**src/hdl/irq_bitmap_allocator_unit_macros.svh**
```systemverilog
// Assertion macros for the interrupt line allocator.
// Included by the RTL files that carry concurrent assertions; no other dependencies.
`ifndef IRQ_BITMAP_ALLOCATOR_UNIT_MACROS_SVH
`define IRQ_BITMAP_ALLOCATOR_UNIT_MACROS_SVH

`ifndef NO_ASSERTIONS
`define IBA_ASSERT(lbl, clk, rst_n, prop, msg) \
    lbl: assert property (@(posedge clk) disable iff (!rst_n) prop) else $error(msg);
`define IBA_ASSERT_NR(lbl, clk, prop, msg) \
    lbl: assert property (@(posedge clk) prop) else $error(msg);
`else
`define IBA_ASSERT(lbl, clk, rst_n, prop, msg)
`define IBA_ASSERT_NR(lbl, clk, prop, msg)
`endif

`endif

```
**src/hdl/ibau_pkg.sv**
```systemverilog
// Shared types, constants and helper functions of the interrupt line allocator.
// Has no dependencies; used by the interfaces and the allocator unit.
`default_nettype none

package ibau_pkg;

    localparam int MODE_W  = 3;
    localparam int LINE_W  = 8;
    localparam int MASK_W  = 64;
    localparam int WORD_W  = 64;
    localparam int WORD_AW = 6;

    localparam int RESET_LINE_A = 1;
    localparam int RESET_LINE_B = 12;

    localparam logic [LINE_W-1:0] NO_LINE      = 8'd255;
    localparam logic [LINE_W-1:0] ACTIVE_RESET = 8'd128;

    localparam logic [MODE_W-1:0] MODE_ALLOC_FIRST = 3'd0;
    localparam logic [MODE_W-1:0] MODE_ALLOC_MASK  = 3'd1;
    localparam logic [MODE_W-1:0] MODE_RESERVE     = 3'd2;
    localparam logic [MODE_W-1:0] MODE_FREE        = 3'd3;
    localparam logic [MODE_W-1:0] MODE_QUERY       = 3'd4;

    typedef struct packed {
        logic [LINE_W-1:0] line_out;
        logic              ok;
        logic              is_reserved;
    } t_result;

    localparam t_result RES_FAIL = '{line_out: NO_LINE, ok: 1'b0, is_reserved: 1'b0};

    function automatic logic [WORD_AW-1:0] lowest_set(input logic [WORD_W-1:0] v);
        logic [WORD_AW-1:0] idx;
        idx = '0;
        for (int b = WORD_W - 1; b >= 0; b--) begin
            if (v[b]) begin
                idx = WORD_AW'(b);
            end
        end
        return idx;
    endfunction

    function automatic logic [WORD_W-1:0] reset_row(input logic first);
        logic [WORD_W-1:0] r;
        r = '0;
        if (first) begin
            r[RESET_LINE_A] = 1'b1;
            r[RESET_LINE_B] = 1'b1;
        end
        return r;
    endfunction

endpackage

`default_nettype wire

```
**src/hdl/ibau_req_if.sv**
```systemverilog
// Request channel of the interrupt line allocator: valid, ready and one request word.
// Depends on ibau_pkg for field widths.
`default_nettype none

interface ibau_req_if;
    logic                          valid;
    logic                          ready;
    logic [ibau_pkg::MODE_W-1:0]   mode;
    logic [ibau_pkg::LINE_W-1:0]   line_index;
    logic [ibau_pkg::MASK_W-1:0]   candidate_mask;
    logic [ibau_pkg::LINE_W-1:0]   line_offset;

    modport source(output valid, output mode, output line_index, output candidate_mask,
                   output line_offset, input ready);
    modport sink(input valid, input mode, input line_index, input candidate_mask,
                 input line_offset, output ready);
endinterface

`default_nettype wire

```
**src/hdl/ibau_rsp_if.sv**
```systemverilog
// Response channel of the interrupt line allocator: valid, ready and one result word.
// Depends on ibau_pkg for field widths.
`default_nettype none

interface ibau_rsp_if;
    logic                        valid;
    logic                        ready;
    logic [ibau_pkg::LINE_W-1:0] line_out;
    logic                        ok;
    logic                        is_reserved;

    modport source(output valid, output line_out, output ok, output is_reserved,
                   input ready);
    modport sink(input valid, input line_out, input ok, input is_reserved, output ready);
endinterface

`default_nettype wire

```
**src/hdl/ibau_ram.sv**
```systemverilog
// Generic single-clock RAM with one write port and one registered read port.
// No dependencies.
`default_nettype none

module ibau_ram #(
    parameter int WIDTH = 64,
    parameter int DEPTH = 3
) (
    input  wire logic                                    i_clk,
    input  wire logic                                    i_we,
    input  wire logic [((DEPTH > 1) ? $clog2(DEPTH) : 1)-1:0] i_waddr,
    input  wire logic [WIDTH-1:0]                        i_wdata,
    input  wire logic                                    i_re,
    input  wire logic [((DEPTH > 1) ? $clog2(DEPTH) : 1)-1:0] i_raddr,
    output logic      [WIDTH-1:0]                        o_rdata
);

    logic [WIDTH-1:0] r_mem [DEPTH];

    always_ff @(posedge i_clk) begin
        if (i_we) begin
            r_mem[i_waddr] <= i_wdata;
        end
        if (i_re) begin
            o_rdata <= r_mem[i_raddr];
        end
    end

endmodule

`default_nettype wire

```
**src/hdl/irq_bitmap_allocator_unit.sv**
```systemverilog
// A rejected request goes from acceptance straight to the publish state; reserve, free and
// query pass through read, check and publish; allocations repeat read and check per word.
// One request at a time; the next is taken the cycle after its result enters the output
// register, so a new request waits until the last one is through the word-by-word scan.
// Synchronous reset clears control state, sets the count to 128 and clears the row valid
// bits, so unwritten rows read as the reset pattern (lines 1 and 12 in use); no clearing pass.
`default_nettype none

`include "irq_bitmap_allocator_unit_macros.svh"

module irq_bitmap_allocator_unit #(
    parameter int MAX_LINES = 192,
    parameter int MASK_BITS = 64
) (
    input  wire logic                        i_clk,
    input  wire logic                        i_rst_n,
    input  wire logic                        i_cfg_we,
    input  wire logic [ibau_pkg::LINE_W-1:0] i_cfg_wdata,
    ibau_req_if.sink                         i_req,
    ibau_rsp_if.source                       o_rsp
);

    localparam int NW   = (MAX_LINES + ibau_pkg::WORD_W - 1) / ibau_pkg::WORD_W;
    localparam int WI_W = (NW > 1) ? $clog2(NW) : 1;
    localparam int TOT  = NW * ibau_pkg::WORD_W;
    localparam int SH_W = TOT + ibau_pkg::MASK_W;

    localparam logic [ibau_pkg::LINE_W-1:0] MAX_L  = ibau_pkg::LINE_W'(MAX_LINES);
    localparam logic [WI_W-1:0]             LAST_W = WI_W'(NW - 1);
    localparam logic [ibau_pkg::MASK_W-1:0] MASK_KEEP =
        {ibau_pkg::MASK_W{1'b1}} >> (ibau_pkg::MASK_W - MASK_BITS);

    typedef enum logic [1:0] {S_IDLE, S_READ, S_CHECK, S_PUB} t_state;

    t_state                          r_state, n_state;
    logic [ibau_pkg::LINE_W-1:0]     r_active_count;
    logic [ibau_pkg::MODE_W-1:0]     r_mode;
    logic [ibau_pkg::LINE_W-1:0]     r_line;
    logic [WI_W-1:0]                 r_word, n_word;
    logic [TOT-1:0]                  r_allow, n_allow;
    logic [NW-1:0]                   r_row_valid;
    ibau_pkg::t_result               r_res, n_res;
    ibau_pkg::t_result               r_out;
    logic                            r_out_valid;

    logic [ibau_pkg::LINE_W-1:0]     count_eff;
    logic [TOT-1:0]                  below;
    logic [SH_W-1:0]                 shifted;
    logic                            accept;
    logic                            publish;
    logic                            ram_re;
    logic                            ram_we;
    logic [ibau_pkg::WORD_W-1:0]     ram_wdata;
    logic [ibau_pkg::WORD_W-1:0]     ram_q;
    logic [ibau_pkg::WORD_W-1:0]     q_eff;
    logic [ibau_pkg::WORD_W-1:0]     allow_word;
    logic [ibau_pkg::WORD_W-1:0]     cand;
    logic [ibau_pkg::WORD_W-1:0]     bitsel;
    logic [ibau_pkg::WORD_AW-1:0]    enc;

    ibau_ram #(
        .WIDTH(ibau_pkg::WORD_W),
        .DEPTH(NW)
    ) u_ram (
        .i_clk  (i_clk),
        .i_we   (ram_we),
        .i_waddr(r_word),
        .i_wdata(ram_wdata),
        .i_re   (ram_re),
        .i_raddr(r_word),
        .o_rdata(ram_q)
    );

    assign count_eff = (r_active_count < MAX_L) ? r_active_count : MAX_L;
    assign accept    = (r_state == S_IDLE) && i_req.valid;
    assign publish   = (r_state == S_PUB) && (!r_out_valid || o_rsp.ready);

    assign i_req.ready       = (r_state == S_IDLE);
    assign o_rsp.valid       = r_out_valid;
    assign o_rsp.line_out    = r_out.line_out;
    assign o_rsp.ok          = r_out.ok;
    assign o_rsp.is_reserved = r_out.is_reserved;

    always_comb begin
        for (int l = 0; l < TOT; l++) begin
            below[l] = (ibau_pkg::LINE_W'(l) < count_eff);
        end
        shifted = {TOT'(0), (i_req.candidate_mask & MASK_KEEP)} << i_req.line_offset;
        n_allow = ((i_req.mode == ibau_pkg::MODE_ALLOC_MASK) ? shifted[TOT-1:0] : '1) & below;
    end

    assign q_eff      = r_row_valid[r_word] ? ram_q : ibau_pkg::reset_row(r_word == '0);
    assign allow_word = r_allow[r_word * ibau_pkg::WORD_W +: ibau_pkg::WORD_W];
    assign cand       = ~q_eff & allow_word;
    assign enc        = ibau_pkg::lowest_set(cand);
    assign bitsel     = ibau_pkg::WORD_W'(1) << r_line[ibau_pkg::WORD_AW-1:0];

    always_comb begin
        n_state   = r_state;
        n_word    = r_word;
        n_res     = r_res;
        ram_re    = 1'b0;
        ram_we    = 1'b0;
        ram_wdata = q_eff;
        unique case (r_state)
            S_IDLE: begin
                if (i_req.valid) begin
                    if (i_req.mode == ibau_pkg::MODE_ALLOC_FIRST ||
                        i_req.mode == ibau_pkg::MODE_ALLOC_MASK) begin
                        n_word  = '0;
                        n_state = S_READ;
                    end else if ((i_req.mode == ibau_pkg::MODE_RESERVE ||
                                  i_req.mode == ibau_pkg::MODE_FREE ||
                                  i_req.mode == ibau_pkg::MODE_QUERY) &&
                                 (i_req.line_index < count_eff)) begin
                        n_word  = WI_W'(i_req.line_index >> ibau_pkg::WORD_AW);
                        n_state = S_READ;
                    end else begin
                        n_res   = ibau_pkg::RES_FAIL;
                        n_state = S_PUB;
                    end
                end
            end
            S_READ: begin
                ram_re  = 1'b1;
                n_state = S_CHECK;
            end
            S_CHECK: begin
                n_state = S_PUB;
                case (r_mode) inside
                    ibau_pkg::MODE_ALLOC_FIRST, ibau_pkg::MODE_ALLOC_MASK: begin
                        if (|cand) begin
                            ram_we    = 1'b1;
                            ram_wdata = q_eff | (ibau_pkg::WORD_W'(1) << enc);
                            n_res     = '{line_out: ibau_pkg::LINE_W'({r_word, enc}),
                                          ok: 1'b1, is_reserved: 1'b0};
                        end else if (r_word == LAST_W) begin
                            n_res = ibau_pkg::RES_FAIL;
                        end else begin
                            n_word  = r_word + 1'b1;
                            n_state = S_READ;
                        end
                    end
                    ibau_pkg::MODE_RESERVE: begin
                        ram_we    = 1'b1;
                        ram_wdata = q_eff | bitsel;
                        n_res     = '{line_out: r_line, ok: 1'b1, is_reserved: 1'b0};
                    end
                    ibau_pkg::MODE_FREE: begin
                        ram_we    = 1'b1;
                        ram_wdata = q_eff & ~bitsel;
                        n_res     = '{line_out: r_line, ok: 1'b1, is_reserved: 1'b0};
                    end
                    ibau_pkg::MODE_QUERY: begin
                        n_res = '{line_out: r_line, ok: 1'b1,
                                  is_reserved: q_eff[r_line[ibau_pkg::WORD_AW-1:0]]};
                    end
                    default: begin
                        n_res = ibau_pkg::RES_FAIL;
                    end
                endcase
            end
            S_PUB: begin
                if (!r_out_valid || o_rsp.ready) begin
                    n_state = S_IDLE;
                end
            end
            default: begin
                n_state = S_IDLE;
            end
        endcase
    end

    always_ff @(posedge i_clk) begin
        if (!i_rst_n) begin
            r_state        <= S_IDLE;
            r_word         <= '0;
            r_active_count <= ibau_pkg::ACTIVE_RESET;
            r_row_valid    <= '0;
            r_out_valid    <= 1'b0;
        end else begin
            r_state <= n_state;
            r_word  <= n_word;
            if (i_cfg_we) begin
                r_active_count <= i_cfg_wdata;
            end
            if (ram_we) begin
                r_row_valid[r_word] <= 1'b1;
            end
            if (publish) begin
                r_out_valid <= 1'b1;
            end else if (o_rsp.ready) begin
                r_out_valid <= 1'b0;
            end
        end
        r_res <= n_res;
        if (accept) begin
            r_mode  <= i_req.mode;
            r_line  <= i_req.line_index;
            r_allow <= n_allow;
        end
        if (publish) begin
            r_out <= r_res;
        end
    end

    `IBA_ASSERT(a_fail_no_line, i_clk, i_rst_n,
        r_out_valid && !r_out.ok |-> r_out.line_out == ibau_pkg::NO_LINE,
        "A failed word must carry the invalid line.")
    `IBA_ASSERT(a_rsv_needs_ok, i_clk, i_rst_n,
        r_out_valid && r_out.is_reserved |-> r_out.ok,
        "A reserved answer must come with ok.")
    `IBA_ASSERT(a_ok_in_range, i_clk, i_rst_n,
        r_out_valid && r_out.ok |-> r_out.line_out < MAX_L,
        "A successful line must lie below the line limit.")
    `IBA_ASSERT(a_one_item, i_clk, i_rst_n,
        i_req.valid && i_req.ready |=> !i_req.ready,
        "A second request was taken while one was in work.")
    `IBA_ASSERT_NR(a_reset_clears, i_clk,
        !i_rst_n |=> !r_out_valid && r_state == S_IDLE,
        "Reset must leave the block idle with no word pending.")

endmodule

`default_nettype wire
```
**src/flat_wrapper.sv**
```systemverilog
// flat-port wrapper written by rule: the top's interface ports become plain ports
module irq_bitmap_allocator_unit_flat 
#(
    parameter int MAX_LINES = 192,
    parameter int MASK_BITS = 64
)
  (i_clk, i_rst_n, i_cfg_we, i_cfg_wdata, i_req_valid, i_req_mode, i_req_line_index, i_req_candidate_mask, i_req_line_offset, i_req_ready, o_rsp_valid, o_rsp_line_out, o_rsp_ok, o_rsp_is_reserved, o_rsp_ready);
  ibau_req_if i_req_i ();
  ibau_rsp_if o_rsp_i ();
  input  wire logic i_clk;
  input  wire logic i_rst_n;
  input  wire logic i_cfg_we;
  input  wire logic [ibau_pkg::LINE_W-1:0] i_cfg_wdata;
  input wire logic [$bits(i_req_i.valid)-1:0] i_req_valid;
  input wire logic [$bits(i_req_i.mode)-1:0] i_req_mode;
  input wire logic [$bits(i_req_i.line_index)-1:0] i_req_line_index;
  input wire logic [$bits(i_req_i.candidate_mask)-1:0] i_req_candidate_mask;
  input wire logic [$bits(i_req_i.line_offset)-1:0] i_req_line_offset;
  output wire logic [$bits(i_req_i.ready)-1:0] i_req_ready;
  output wire logic [$bits(o_rsp_i.valid)-1:0] o_rsp_valid;
  output wire logic [$bits(o_rsp_i.line_out)-1:0] o_rsp_line_out;
  output wire logic [$bits(o_rsp_i.ok)-1:0] o_rsp_ok;
  output wire logic [$bits(o_rsp_i.is_reserved)-1:0] o_rsp_is_reserved;
  input wire logic [$bits(o_rsp_i.ready)-1:0] o_rsp_ready;
  assign i_req_i.valid = i_req_valid;
  assign i_req_i.mode = i_req_mode;
  assign i_req_i.line_index = i_req_line_index;
  assign i_req_i.candidate_mask = i_req_candidate_mask;
  assign i_req_i.line_offset = i_req_line_offset;
  assign i_req_ready = i_req_i.ready;
  assign o_rsp_valid = o_rsp_i.valid;
  assign o_rsp_line_out = o_rsp_i.line_out;
  assign o_rsp_ok = o_rsp_i.ok;
  assign o_rsp_is_reserved = o_rsp_i.is_reserved;
  assign o_rsp_i.ready = o_rsp_ready;
  irq_bitmap_allocator_unit #(.MAX_LINES(MAX_LINES), .MASK_BITS(MASK_BITS)) u_core (.i_clk(i_clk), .i_rst_n(i_rst_n), .i_cfg_we(i_cfg_we), .i_cfg_wdata(i_cfg_wdata), .i_req(i_req_i), .o_rsp(o_rsp_i));
endmodule
```
**config.mk**
```make
export PLATFORM = sky130hd
export DESIGN_NAME = irq_bitmap_allocator_unit_flat
export DESIGN_NICKNAME = d
export VERILOG_FILES = /design/src/hdl/ibau_pkg.sv /design/src/hdl/ibau_req_if.sv /design/src/hdl/ibau_rsp_if.sv /design/src/hdl/ibau_ram.sv /design/src/hdl/irq_bitmap_allocator_unit.sv /design/src/flat_wrapper.sv
export VERILOG_INCLUDE_DIRS = /design/src /design/src/hdl
export SDC_FILE = /design/constraint.sdc
export NUM_CORES = 2
export LEC_CHECK = 0
export ABC_AREA = 1
export BUFFER_PORTS_ARGS = -buffer_cell sky130_fd_sc_hd__buf_4
export CORE_AREA = 2 2 236 238
export CTS_CLUSTER_DIAMETER = 200
export DETAILED_ROUTE_END_ITERATION = 12
export DIE_AREA = 0 0 238 240
export HOLD_SLACK_MARGIN = 0.03
export PLACE_DENSITY = 0.77
export SLEW_MARGIN = 20
export SYNTH_ARGS = -nofsm -noshare
export SYNTH_HDL_FRONTEND = slang
export SYNTH_SLANG_ARGS = --single-unit
```
**constraint.sdc**
```tcl
create_clock -name i_clk -period 11.8 [get_ports i_clk]
set_clock_uncertainty 0.15 [all_clocks]
set_input_delay 1.77 -clock i_clk [delete_from_list [all_inputs] [get_ports i_clk]]
set_output_delay 1.77 -clock i_clk [all_outputs]
set_load 0.01 [all_outputs]
```
Yosys cells after proc, flatten, opt, wreduce, memory -nomap -nowiden
Memory sizes are Yosys's and may differ from the RTL's. A register that Yosys moved wholly into a read port is not among the register bits.
Index checks and enable logic that the tools add are counted.
{"block": "op_classes", "n_mux": 114, "n_addsub": 1, "n_reduce_logical": 20, "n_bitwise": 8, "n_eq_ne": 21, "magnitude_cmp": 197, "shift": 4}
{"op": "$lt 7x8->1 const A", "count": 64}
{"op": "$lt 8x8->1 const A", "count": 64}
{"op": "$mux 6", "count": 64}
{"op": "$mux 64", "count": 6}
{"op": "$lt 6x8->1 const A", "count": 32}
{"op": "$and 192x192->192", "count": 1}
{"op": "$mux 192", "count": 1}
{"op": "$shiftx 192x9->64", "count": 1}
{"op": "$shl 64x8->192", "count": 1}
{"op": "$and 64x64->64", "count": 2}
{"op": "$lt 5x8->1 const A", "count": 16}
{"op": "$not 64->64", "count": 2}
{"op": "$or 64x64->64", "count": 2}
{"op": "$shl 1x6->64 const A", "count": 2}
{"op": "$mux 10", "count": 9}
{"op": "$lt 4x8->1 const A", "count": 8}
{"op": "$reduce_or 64->1", "count": 1}
{"op": "$lt 3x8->1 const A", "count": 4}
{"op": "$mux 2", "count": 13}
{"op": "$pmux 10 s2", "count": 1}
{"op": "$lt 1x8->1 const A", "count": 2}
{"op": "$lt 2x8->1 const A", "count": 2}
{"op": "$mux 1", "count": 14}
{"op": "$eq 3x2->1 const B", "count": 4}
{"op": "31 further kinds", "count": 49}
{"block": "word_totals", "mem_count": 1, "regBits": 239, "word_cells": 380, "mem_bits_rw": 192, "inputBits": 96}
{"memory": "u_core.u_ram.r_mem", "depth": 3, "word_bits": 64, "rd": 1, "rd_clocked_by_memory_dff": 1, "wr": 1, "line": "ibau_ram.sv:18", "source": "logic [WIDTH-1:0] r_mem [DEPTH];"}

Logic depth before layout (Yosys ltp)
{"block": "depth", "depth_word": 74, "mapped_depth": 75, "mapped_depth_nobuf": 75}

Cells and area by module
From an unflattened synthesis, not the netlist that was laid out.
{"block": "unflattened", "cells_unflattened": 4203, "area_unflattened_um2": 31886.8}
{"module": "irq_bitmap_allocator_unit", "area_each_um2": 22203.8, "cells_per_inst": 3466, "seq_area_each_um2": 7016.7, "instances": 1}
{"module": "ibau_ram", "area_each_um2": 9683.0, "cells_per_inst": 737, "seq_area_each_um2": 7687.4, "instances": 1}

Worst setup path after synthesis
OpenSTA, ideal clock, no wires.
{"block": "synth_timing", "path_type": "input to register", "from": "input port i_req_valid", "to": "register u_core.r_allow[0], enable pin", "n_path_buf": 0, "setup_time_ns": 0.769, "t_arrival_ns": 10.167, "setup_slack_ns": 0.714, "cell_stages": 2, "path_cell_list": "inv_1 -> nor2_1"}
{"block": "synth_between", "elab_chain_cells": 1}
{"item": "start: declaration", "line": "flat_wrapper.sv:14", "source": "input wire logic [$bits(i_req_i.valid)-1:0] i_req_valid;"}
{"item": "$logic_and 1x1->1", "line": "irq_bitmap_allocator_unit.sv:75", "source": "assign accept = (r_state == S_IDLE) && i_req.valid;"}
{"item": "net u_core.accept", "line": "irq_bitmap_allocator_unit.sv:49", "source": "logic accept;"}
{"item": "end signal: assignment", "line": "irq_bitmap_allocator_unit.sv:200", "source": "r_allow <= n_allow;"}
{"item": "end: declaration", "line": "irq_bitmap_allocator_unit.sv:40", "source": "logic [TOT-1:0] r_allow, n_allow;"}
The timed path passes the listed nets, and every way through them passes these cells.
A chain may end at the register's enable or synchronous reset.

Final worst setup path
{"block": "layout_timing", "from": "register u_core.r_word[0]", "to": "memory u_core.u_ram.r_mem[0][37] (data pin)"}
{"block": "layout_between", "elab_chain_cells": 74, "elab_cells_between_ends": 82, "cone_classes": "2 x shift; 73 x mux; 5 x bitwise; 2 x reduce/logical"}
{"item": "start: declaration", "line": "irq_bitmap_allocator_unit.sv:39", "source": "logic [WI_W-1:0] r_word, n_word;"}
{"item": "start signal: assignment", "line": "irq_bitmap_allocator_unit.sv:183", "source": "r_word <= n_word;"}
{"item": "branches (longest 73 deep; another with $shiftx 192x9->64)"}
{"item": "$mux 64 *", "line": "irq_bitmap_allocator_unit.sv:105", "source": "unique case (r_state)"}
{"item": "net u_core.ram_wdata (one bit)", "line": "irq_bitmap_allocator_unit.sv:53", "source": "logic [ibau_pkg::WORD_W-1:0] ram_wdata;"}
{"item": "end: declaration", "line": "ibau_ram.sv:18"}
Mark *: on every way through the listed nets, which the timed path passes. The select of a mux whose other input is x is not followed.

==> out/metrics.yaml <==
synth_area_leaders: "edfxtp_1, nand2_1, o21ai_0"
clk_pin_slew_worst_paths_ns: 0.06
crit_path_max_fanout: 79
slew-limit-headroom: 0.0638
cts_tree: "yes"
grt_pass1_vias: 27717
hp-class: "flop to flop"
ys_seq_area_frac: 0.476
slowest_delay_ns: 0.83
final_common_cell: "nand2_1"
cp.arrival_ns: 7.66
ios: 108
synthArstFlopShare: 0
die_h_um: 240
ctsHoldBuffers: 0
setup_tns_ns: 0
drive_above_1_share: 0.0818
drt_iter0_drc: 4865
synth_top_area_frac: 0.466
cts_htree_levels: 2
p_int_uw: 3540
post-route-min-period_ns: 7.35
gr-usage-all-layers: 0.394
critPathCaptureType: "flop"
fin_nets: 3988
antenna_found_initial: 4
grt.overflow.total: 0
cpMaxStageDelayCell: "buf_4"
viasPerCell: 6.59
core_um2: 54700
wl_um: 115000
die_area_um2: 57100
comb_power_share: 0.273
area_growth_pct: 9.25
avgSynthCellArea_um2: 7.79
crit_path_start_kind: "flop"
yosysTopAreaCell: "edfxtp_1"
grt_start_max_net_pins: 189
vdd.ir_drop.worst_v: 0.000132
max_slew.worst_pin.slew_ns: 1.39
cp.required_ns: 12.11
ys_ff_latch: 495
cts_setup_buffers: 0
yosys_warnings: 0
clkPwrFrac: 0.324
final_cell_mix: "nand2_1, edfxtp_1, nor2_1, o21ai_0, a21oi_1"
rsz0062_at_grt: "false"
dpl.cell_count: 4532
cts_root_buffer: "clkbuf_16"
start_util: 0.565
fp-row-count: 86
fmax_mhz: 136
ant_nets: 0
powerDensity_nw_per_um2: 163
setup-violations-final: 0
synth_edf_count: 479
grt_first_pass_wirelength_um: 169000
wl_per_cell_um: 24.7
clkSinkCount: 495
fin_crit_sh: 0.623
switching_share: 0.356
stdcell_count: 4630
drt_pass1_iterations: 7
vias: 30516
cp_common_cell: "nand2_1"
hold_violations: 0
place_congestion: 1.02
max_cap_violations: 0
seqPwrFrac: 0.403
clk_latency_ns: 0.63
path_class: "flop to flop"
p_leak_uw: 0.0130
dpl.hpwl_um: 72700
synthCells: 3963
cts_buffers: 52
portBuffers: 107
synth_cell_types: 49
syn_nets: 4069
status: "finished clean"
drc_errors: 0
yosys_most_used_dff: "edfxtp_1"
diodes: 0
cts_resized: 0
power_switching_uw: 1950
syn_area_um2: 30900
cts_buffer_depth: 3
drv_slew: 0
die_width_um: 238
[state kept, by name, summed over array words and instances, names as in the netlist]
name and cells:
u_core.u_ram.o_rdata 64, u_core.r_active_count 8, u_core.r_mode 3, u_core.o_rsp.valid 1, u_core.r_state 2, u_core.r_row_valid 3, u_core.o_rsp.is_reserved 1, u_core.u_ram.r_mem 192
u_core.o_rsp.line_out 8, u_core.r_res 10, u_core.r_word 2, u_core.r_line 8, u_core.r_allow 192, u_core.o_rsp.ok 1
[power groups by stage]
stage	clock, µW	combinational (µW)	sequential [µW]
2_1_floorplan	0	949	2240
3_3_place_gp	0	1410	2240
3_5_place_dp	0	1430	2240
4_1_cts	1770	1430	2210
5_1_grt	1840	1600	2220
6_report	1780	1500	2210
[through the flow]
step	power, µW	utilization	hold WS [ns]	setup slack (ns)	instance area (µm²)
after floorplan	3180	-	0.250	0.714	30900
after CTS	5410	0.617	0.266	4.58	33700
after global placement	3650	0.584	0.254	4.61	31900
after detailed placement	3670	0.584	0.255	4.64	31900
final	5490	0.617	0.268	4.45	33700
after global routing	5650	0.617	0.275	3.74	33700
[kinds of logic after synthesis]
kind of cell / Yosys count / share of synthesized area
AOI/OAI and AO/OA: 1046 / 0.192
adders and majority gates: 10 / 0.00405
buffers and inverters: 480 / 0.0605
DFF: 495 / 0.476
muxes: 69 / 0.0224
and+or+nand+nor: 1863 / 0.244
[metal layers]
metal | GRT usage | vias up | wire [µm]
met5 | 0 | - | 41
met4 | 0.280 | 6 | 9300
met3 | 0.0937 | 555 | 15200
met2 | 0.608 | 2493 | 50000
met1 | 0.490 | 13805 | 40000
li1 | - | 13657 | -
[area by class of cell]
| type | count | area [µm²] |
|---|---|---|
| well taps | 704 | 881 |
| fillers | 4852 | 20900 |
| repair buffers | 161 | 1220 |
| clock buffers | 61 | 1360 |
| inverters | 184 | 698 |
| multi-input cells | 2988 | 14400 |
| flip-flops and latches | 495 | 14700 |
| clock inverters | 37 | 477 |
[path summary, 6_finish.rpt]
check	endpoint	start	cells past startpoint	slack [ns]
setup / recovery	u_core.u_ram.r_mem[0][37]	u_core.r_word[0]	75	4.45
hold / removal	u_core.o_rsp.line_out[5]	u_core.r_res[7]	0	0.27
setup reg to reg	u_core.u_ram.r_mem[0][37]	u_core.r_word[0]	75	4.45
hold reg to reg	u_core.o_rsp.line_out[5]	u_core.r_res[7]	0	0.27
[cell usage after synthesis, drive strengths merged (3+ instances only)]
| library cell | number |
|---|---|
| nor4 | 6 |
| dfxtp | 16 |
| nor3 | 23 |
| buf | 78 |
| inv | 179 |
| a31oi | 59 |
| nor2 | 474 |
| o22ai | 22 |
| clkinv | 5 |
| edfxtp | 479 |
| a32oi | 10 |
| a221o | 6 |
| a221oi | 52 |
| o311ai | 3 |
| o211ai | 53 |
| or2 | 12 |
| o21ai | 456 |
| a22oi | 14 |
| mux2i | 69 |
| nand2 | 1070 |
| nand4 | 9 |
| ha | 10 |
| a211oi | 34 |
| nand3 | 268 |
| o221ai | 7 |
| a21oi | 317 |
| clkbuf | 218 |
[worst max-delay path: cells and delay by family, from the launching register on]
kind	cells	cell delay, ns
buf+inv	3	1.94
flops	1	0.47
simple gates	70	4.35
compound gates	2	0.19
No activity file was read; power rests on OpenSTA's default activity.
